### config.mk
export PLATFORM = sky130hd
export DESIGN_NAME = pc_control
export DESIGN_NICKNAME = d
export VERILOG_FILES = /design/src/rtl/core/pc_pkg.sv /design/src/rtl/core/pc_control.sv
export SDC_FILE = /design/constraint.sdc
export NUM_CORES = 1
export LEC_CHECK = 0
export BUFFER_PORTS_ARGS = -buffer_cell sky130_fd_sc_hd__clkbuf_2
export CORE_AREA = 4 4 59 61
export DETAILED_ROUTE_END_ITERATION = 8
export DIE_AREA = 0 0 63 65
export PLACE_DENSITY_LB_ADDON = 0.05
export SYNTH_ARGS = -nofsm -noshare
export SYNTH_HDL_FRONTEND = slang
export SYNTH_SLANG_ARGS = --single-unit
### constraint.sdc
create_clock -name clk -period 5.35 [get_ports clk]
set_input_delay 0.8025 -clock clk [delete_from_list [all_inputs] [get_ports clk]]
set_output_delay 0.8025 -clock clk [all_outputs]
set_load 0.05 [all_outputs]
### src/rtl/core/pc_pkg.sv
// shared constants, codes and control/status types for the correlation block
`default_nettype none

package pc_pkg;

    localparam int SAMPLE_W  = 25;
    localparam int CNT_W     = 13;
    localparam int SUM_W     = 37;
    localparam int SQ_W      = 62;
    localparam int OPW       = 75;
    localparam int PRODW     = 2 * OPW;
    localparam int DIV_SHIFT = 30;
    localparam int REMW      = PRODW + DIV_SHIFT;
    localparam int QW        = DIV_SHIFT + 1;
    localparam int ROOT_W    = 16;
    localparam int CORR_W    = 16;
    localparam int ROOT_STEPS = (QW + 1) / 2;
    localparam int STEP_W    = $clog2(OPW);

    localparam int MAX_ITEMS_DEF   = 4096;
    localparam int SAMPLE_BITS_DEF = 25;

    // which product the accumulate cycle adds
    localparam logic [1:0] MAC_XX = 2'd0;
    localparam logic [1:0] MAC_YY = 2'd1;
    localparam logic [1:0] MAC_XY = 2'd2;

    // wide multiply operations, run in this order
    localparam logic [2:0] OP_N_SXX   = 3'd0;
    localparam logic [2:0] OP_SX_SX   = 3'd1;
    localparam logic [2:0] OP_N_SYY   = 3'd2;
    localparam logic [2:0] OP_SY_SY   = 3'd3;
    localparam logic [2:0] OP_N_SXY   = 3'd4;
    localparam logic [2:0] OP_SX_SY   = 3'd5;
    localparam logic [2:0] OP_L_R     = 3'd6;
    localparam logic [2:0] OP_NUM_NUM = 3'd7;

    typedef struct packed {
        logic       accept;
        logic       mac_en;
        logic [1:0] mac_sel;
        logic       mul_load;
        logic       mul_step;
        logic       mul_save;
        logic [2:0] mul_op;
        logic       div_load;
        logic       div_step;
        logic       sqrt_load;
        logic       sqrt_step;
        logic       out_load;
    } pc_cmd_t;

    typedef struct packed {
        logic last;
        logic degen;
    } pc_sts_t;

endpackage

`default_nettype wire

### src/rtl/core/pc_control.sv
// sequencer for accumulation, the wide multiplies, the divide and the root
`default_nettype none

module pc_control
    import pc_pkg::*;
(
    input  wire logic    clk,
    input  wire logic    rst_n,
    input  wire logic    in_valid,
    output logic         in_ready,
    output logic         out_valid,
    input  wire logic    out_ready,
    input  wire pc_sts_t sts,
    output pc_cmd_t      cmd
);

    localparam logic [3:0] S_IDLE  = 4'd0;
    localparam logic [3:0] S_SQX   = 4'd1;
    localparam logic [3:0] S_SQY   = 4'd2;
    localparam logic [3:0] S_XY    = 4'd3;
    localparam logic [3:0] S_MLOAD = 4'd4;
    localparam logic [3:0] S_MRUN  = 4'd5;
    localparam logic [3:0] S_MSAVE = 4'd6;
    localparam logic [3:0] S_DLOAD = 4'd7;
    localparam logic [3:0] S_DRUN  = 4'd8;
    localparam logic [3:0] S_QLOAD = 4'd9;
    localparam logic [3:0] S_QRUN  = 4'd10;
    localparam logic [3:0] S_FIN   = 4'd11;

    logic [3:0]        state_reg, state_next;
    logic [2:0]        op_reg, op_next;
    logic [STEP_W-1:0] step_reg, step_next;
    logic              out_valid_reg, out_valid_next;

    always_comb
    begin
        state_next     = state_reg;
        op_next        = op_reg;
        step_next      = step_reg;
        out_valid_next = out_valid_reg;
        cmd            = '0;
        cmd.mul_op     = op_reg;
        in_ready       = 1'b0;

        if (out_valid_reg && out_ready)
            out_valid_next = 1'b0;

        case (state_reg)
            S_IDLE:
            begin
                in_ready = 1'b1;
                if (in_valid)
                begin
                    cmd.accept = 1'b1;
                    state_next = S_SQX;
                end
            end
            S_SQX:
            begin
                cmd.mac_en  = 1'b1;
                cmd.mac_sel = MAC_XX;
                state_next  = S_SQY;
            end
            S_SQY:
            begin
                cmd.mac_en  = 1'b1;
                cmd.mac_sel = MAC_YY;
                state_next  = S_XY;
            end
            S_XY:
            begin
                cmd.mac_en  = 1'b1;
                cmd.mac_sel = MAC_XY;
                op_next     = OP_N_SXX;
                state_next  = sts.last ? S_MLOAD : S_IDLE;
            end
            S_MLOAD:
            begin
                // both variance terms known here: skip the rest if either is not positive
                if (op_reg == OP_N_SXY && sts.degen)
                    state_next = S_FIN;
                else
                begin
                    cmd.mul_load = 1'b1;
                    step_next    = STEP_W'(OPW - 1);
                    state_next   = S_MRUN;
                end
            end
            S_MRUN:
            begin
                cmd.mul_step = 1'b1;
                if (step_reg == '0)
                    state_next = S_MSAVE;
                else
                    step_next = step_reg - 1'b1;
            end
            S_MSAVE:
            begin
                cmd.mul_save = 1'b1;
                if (op_reg == OP_NUM_NUM)
                    state_next = S_DLOAD;
                else
                begin
                    op_next    = op_reg + 1'b1;
                    state_next = S_MLOAD;
                end
            end
            S_DLOAD:
            begin
                cmd.div_load = 1'b1;
                step_next    = STEP_W'(QW - 1);
                state_next   = S_DRUN;
            end
            S_DRUN:
            begin
                cmd.div_step = 1'b1;
                if (step_reg == '0)
                    state_next = S_QLOAD;
                else
                    step_next = step_reg - 1'b1;
            end
            S_QLOAD:
            begin
                cmd.sqrt_load = 1'b1;
                step_next     = STEP_W'(ROOT_STEPS - 1);
                state_next    = S_QRUN;
            end
            S_QRUN:
            begin
                cmd.sqrt_step = 1'b1;
                if (step_reg == '0)
                    state_next = S_FIN;
                else
                    step_next = step_reg - 1'b1;
            end
            S_FIN:
            begin
                // hold until the output register is free
                if (!out_valid_reg || out_ready)
                begin
                    cmd.out_load   = 1'b1;
                    out_valid_next = 1'b1;
                    state_next     = S_IDLE;
                end
            end
            default:
            begin
                state_next = S_IDLE;
            end
        endcase
    end

    always_ff @(posedge clk or negedge rst_n)
    begin
        if (!rst_n)
        begin
            state_reg     <= S_IDLE;
            op_reg        <= OP_N_SXX;
            step_reg      <= '0;
            out_valid_reg <= 1'b0;
        end
        else
        begin
            state_reg     <= state_next;
            op_reg        <= op_next;
            step_reg      <= step_next;
            out_valid_reg <= out_valid_next;
        end
    end

    assign out_valid = out_valid_reg;

endmodule

`default_nettype wire
After elaboration in Yosys (flattened, before gate mapping) --
Cells that the tools add are included.
Cells by class: $add $sub $neg 2, equal/unequal tests 21, muxes and demuxes 31, reductions and logical operators 12
Operators with widths (number):
- 4-bit case mux with 12 select lines | 1
- 7-bit case mux with 4 select lines | 1
- 4-bit 2-to-1 mux | 6
- 4-bit by 3-bit equality test with 1-bit output (second input constant) | 4
- 4-bit equality test (second input constant) | 4
- 1-bit 2-to-1 mux | 16
- 2-bit != test (second input constant) | 8
- 7-bit 2-to-1 mux | 2
- 3-bit case mux with 3 select lines | 1
- 4-bit by 2-bit equality test with 1-bit output (second input constant) | 2
- 7-bit logical NOT | 1
- 7-bit by 1-bit subtractor with 7-bit output (second input constant) | 1
- 3-bit equality test (second input constant) | 2
- 3-bit 2-to-1 mux | 2
- 3-bit case mux with 2 select lines | 1
- 5-bit AND reduction | 1
- 4-bit by 1-bit equality test with 1-bit output (second input constant) | 1
- 4-bit logical NOT | 1
- 4-bit nonzero test | 1
- 3-bit by 1-bit adder with 3-bit output (second input constant) | 1
- 3-bit AND reduction | 1
- 3-bit OR reduction | 1
- 1-bit logical AND | 2
- 2-bit 2-to-1 mux | 1
- other kinds (4) | 4
Storage, ports and cells: register bits after elaboration 15, input bits 6, output and inout bits 17, logic and storage cells 70

Logic depth before layout (Yosys ltp) --
depth in word-level cells 4, gate-level depth with buffers 6, mapped depth without buffers 6

Worst setup path before layout --
No wires, ideal clock.
kind register to output, start reg state_reg[0], end out cmd[11] in the netlist's numbering, arrival time 1.917 ns, data required time 4.548 ns, setup slack 2.630 ns, cell stages (with the launch flop) 4, buffers on the path 1, cell sequence dfrtp_1 > clkbuf_1 > nand2b_1 > nor3_1
RTL lines:
- from (decl) | line pc_control.sv:30 | logic [3:0] state_reg, state_next;
- from (signal assigned) | line pc_control.sv:164 | state_reg <= state_next;
- to (decl) | line pc_control.sv:14 | output pc_cmd_t cmd

==> summary.txt <==
Outcome
  – Status: complete, no violations

Synth
  – Post-Syn Nets: 141
  – Post-synth EDFFs: 0
  – Synthesized flop and latch total: 15
  – Gate Count Post-Synth: 130
  – Asr flop ratio synth: 100%
  – Mapped Avg Cell Area: 8.70 sq um
  – Yosys warning count: 0
  – Post-synth cell types: 43
  – Most used DFF post-synth: dfrtp_1
  – Sequential area share after synthesis: 33.2%
  – Cell area after synthesis: about 1100 sq um

Finish
  – Fill count: 305
  – Antenna Cells: 0
  – Final instance area: 1280 sq um
  – Area delta synth->final: 13.6%
  – Final #Nets: 162
  – Layout Cells excl Fill: 183
  – Max reg flops: 7
  – Fraction of layout instances using a drive strength above 1: 22.7%

Critical path
  – Critical path arrival: 2.07 ns
  – Worst Setup End Kind: output port
  – Worst path max stage delay: between 0.6 and 0.7 ns
  – CP Class: reg -> out
  – CP Launch Type: register
  – CP Data Required Time: 4.55 ns
  – Crit-path slowest cell: dfrtp_1
  – WP buf/inv: 2
  – Critical-path cell list: nand2_1, or3_1, inv_1, clkbuf_2
  – CP max FO: 15
  – Crit path max-delay family: simple AND/OR/NAND/NOR gates

Floorplan
  – Die height: 65 um
  – IO Count: 23
  – Die Area: a little over 4000 sq um
  – Cell row count: 20
  – Initial Util: 38.0%
  – Core ar.: 2980 sq um
  – Chip width: 63 um

Global routing
  – Vias in the first global route: slightly below 1000
  – First-pass GRT wire length: 4740 um
  – Initial antenna violation count: 0
  – Total track usage: 14.5%
  – Gr ovfl total: 0
  – Largest net degree at the start of global routing: 17

Route
  – First-pass iteration count of the detailed router: 4
  – DRT iter0 DRCs: 37
  – Routed vias/inst: 5.44
  – Post-route ant nets: 0
  – Via count: just under 1000
  – Wirelength per Cell: 15.0 um
  – WL final: 2750 um
  – Drc violations: 0

Flow run
  – Max cap viols: 0

Place
  – Final HPWL from detailed placement: ~2000 um
  – Dpl cells: 179
  – IO buf count: 22
  – DP Area: 1260 sq um
  – GP Congestion: between 0.8 and 0.9

Power and ir drop
  – Psw: 0.441 mW
  – Clock share of power: ~9%
  – PD cells: 613 nW/um^2
  – Sequential share of power: a little under a third
  – Combinational share of power: 60.7%
  – Lkg Pwr: 0.618 nW
  – Internal: 0.347 mW
  – Maximum VDD drop: roughly 0.28 mV
  – Sw Ratio: 56.0%

STA
  – Slew at the pin with the worst max-slew slack: 0.563 ns
  – Final slew viol count: 0
  – Period utilisation layout: 53.7%
  – Skew final: about 0.0064 ns
  – RSZ-0062 raised after global routing: false
  – Tmin final: 2.87 ns
  – Setup TNS: 0 ns
  – Worst slew margin: 62.1%
  – Final hold vios: 0
  – Fmax achieved: 0.348 GHz
  – # setup viols final: 0

Min path
  – Min-Delay Path Class: in -> async

Clock network
  – CTS Sinks: 15
  – Clock root cell: clkbuf_4
  – Setup Fix Bufs, Post-CTS: 0
  – Hold Buf Count CTS: 0
  – CTS Buf Count: 3
  – Post-cts sizing count: 0
  – Htree depth: 1
  – CTS tree: built
  – Clk slew on worst S/H paths: 0.10 ns
  – Clock Latency Late Sink: 0.29 ns
  – CTS max path bufs: 2
[synth_stat cells (all sizes together), types with 2 or more instances]
| cell type | number | share of area (%) |
|---|---|---|
| or3 | 2 | 1.1 |
| nand3 | 4 | 2.9 |
| mux2i | 2 | 1.8 |
| nand2 | 13 | 4.3 |
| nor2 | 9 | 3.0 |
| nand2b | 5 | 2.8 |
| clkbuf | 5 | 1.7 |
| and2 | 2 | 1.1 |
| inv | 11 | 3.7 |
| o21ai | 7 | 3.1 |
| and3 | 3 | 1.8 |
| ha | 5 | 5.5 |
| a21oi | 9 | 4.0 |
| o31ai | 2 | 1.3 |
| nor3 | 6 | 2.7 |
| o311ai | 3 | 5.4 |
| nor2b | 4 | 2.2 |
| a2bb2oi | 3 | 2.9 |
| dfrtp | 15 | 33 |
| or4b | 2 | 2.1 |
[worst reg2reg max path: cells and delay by family, from the launching register on]
kind	cells	cell delay, ns
mux	1	0.32
flops	1	0.39
compound gates	1	0.40
buf+inv	1	0.12
fa+ha+maj	1	0.17
simple gates	2	0.67
[layout make-up]
type | count | area, sq um | share of cell area [%]
multi-input combinational | 98 | 691 | 53.7
sequential | 15 | 375 | 29.2
timing repair buffer | 22 | 110 | 8.57
inverter | 11 | 41.3 | 3.21
tap | 33 | 41.3 | 3.21
clock buffer | 4 | 26.3 | 2.04
[layout by cell type (no fill, tap or decap), types with 2 or more instances in the layout]
| cell type | netlist | routed |
|---|---|---|
| a2bb2oi_1 | 2 | 2 |
| ha_1 | 5 | 5 |
| o31ai_1 | 2 | 2 |
| or3_1 | 2 | 2 |
| clkbuf_4 | 0 | 3 |
| nor2_1 | 9 | 9 |
| o21ai_0 | 7 | 7 |
| inv_1 | 11 | 11 |
| and3_1 | 2 | 2 |
| nand2_1 | 13 | 13 |
| clkbuf_2 | 0 | 22 |
| o311ai_4 | 2 | 2 |
| nand3_1 | 3 | 3 |
| nor2b_1 | 4 | 4 |
| nand2b_1 | 5 | 5 |
| and2_1 | 2 | 2 |
| dfrtp_1 | 15 | 15 |
| nor3_1 | 6 | 6 |
| mux2i_1 | 2 | 2 |
| a21oi_1 | 9 | 9 |
[final timing paths]
check	from	to	slack [ns]	cells after the start
setup / recovery	state_reg[0]	cmd[12]	2.48	4
hold / removal	rst_n	state_reg[3]	0.42	1
setup reg to reg	step_reg[0]	step_reg[1]	3.18	6
hold reg to reg	step_reg[5]	step_reg[5]	0.54	1
max in group asynchronous	rst_n	step_reg[3]	4.63	1
min in group clk	step_reg[5]	step_reg[5]	0.54	1
[layer usage]
| layer | track usage (%) | vias to the layer above | share of wire [%] | routed length [um] |
|---|---|---|---|---|
| met5 | 0 | - | 0 | 0 |
| met4 | 4.96 | 0 | 1.3 | 37 |
| li1 | - | 509 | - | - |
| met2 | 21.3 | 24 | 41 | 1130 |
| met3 | 2.60 | 5 | 4.8 | 131 |
| met1 | 21.2 | 457 | 53 | 1450 |
[kinds of logic after synthesis]
logic type                 after synthesis  share of synthesized area (%)
and+or+nand+nor                         57                           29.0
AOI/OAI and AO/OA                       33                           23.5
buffers and inverters                   17                           5.75
DFF                                     15                           33.2
adders and majority gates                5                           5.53
muxes                                    3                           3.10
[metrics by stage]
step | hold slack (ns) | total power [mW] | util, % | setup WS (ns)
after global routing | 0.449 | 0.854 | 43.2 | 2.34
after CTS | 0.436 | 0.793 | 43.2 | 2.48
final | 0.421 | 0.788 | 43.2 | 2.48
after detailed placement | 0.521 | 0.720 | 42.3 | 2.84
after floorplan | 0.476 | 0.620 | - | 2.63
after global placement | 0.516 | 0.719 | 42.3 | 2.85
[power groups by stage]
stage	combinational [mW]	clock [mW]	sequential, mW
CTS	0.484	0.0717	0.237
floorplan	0.397	0	0.224
finish	0.478	0.0705	0.239
global route	0.530	0.0754	0.249
detailed placement	0.481	0	0.240
global placement	0.480	0	0.239
No activity file was read; power rests on OpenSTA's default activity.
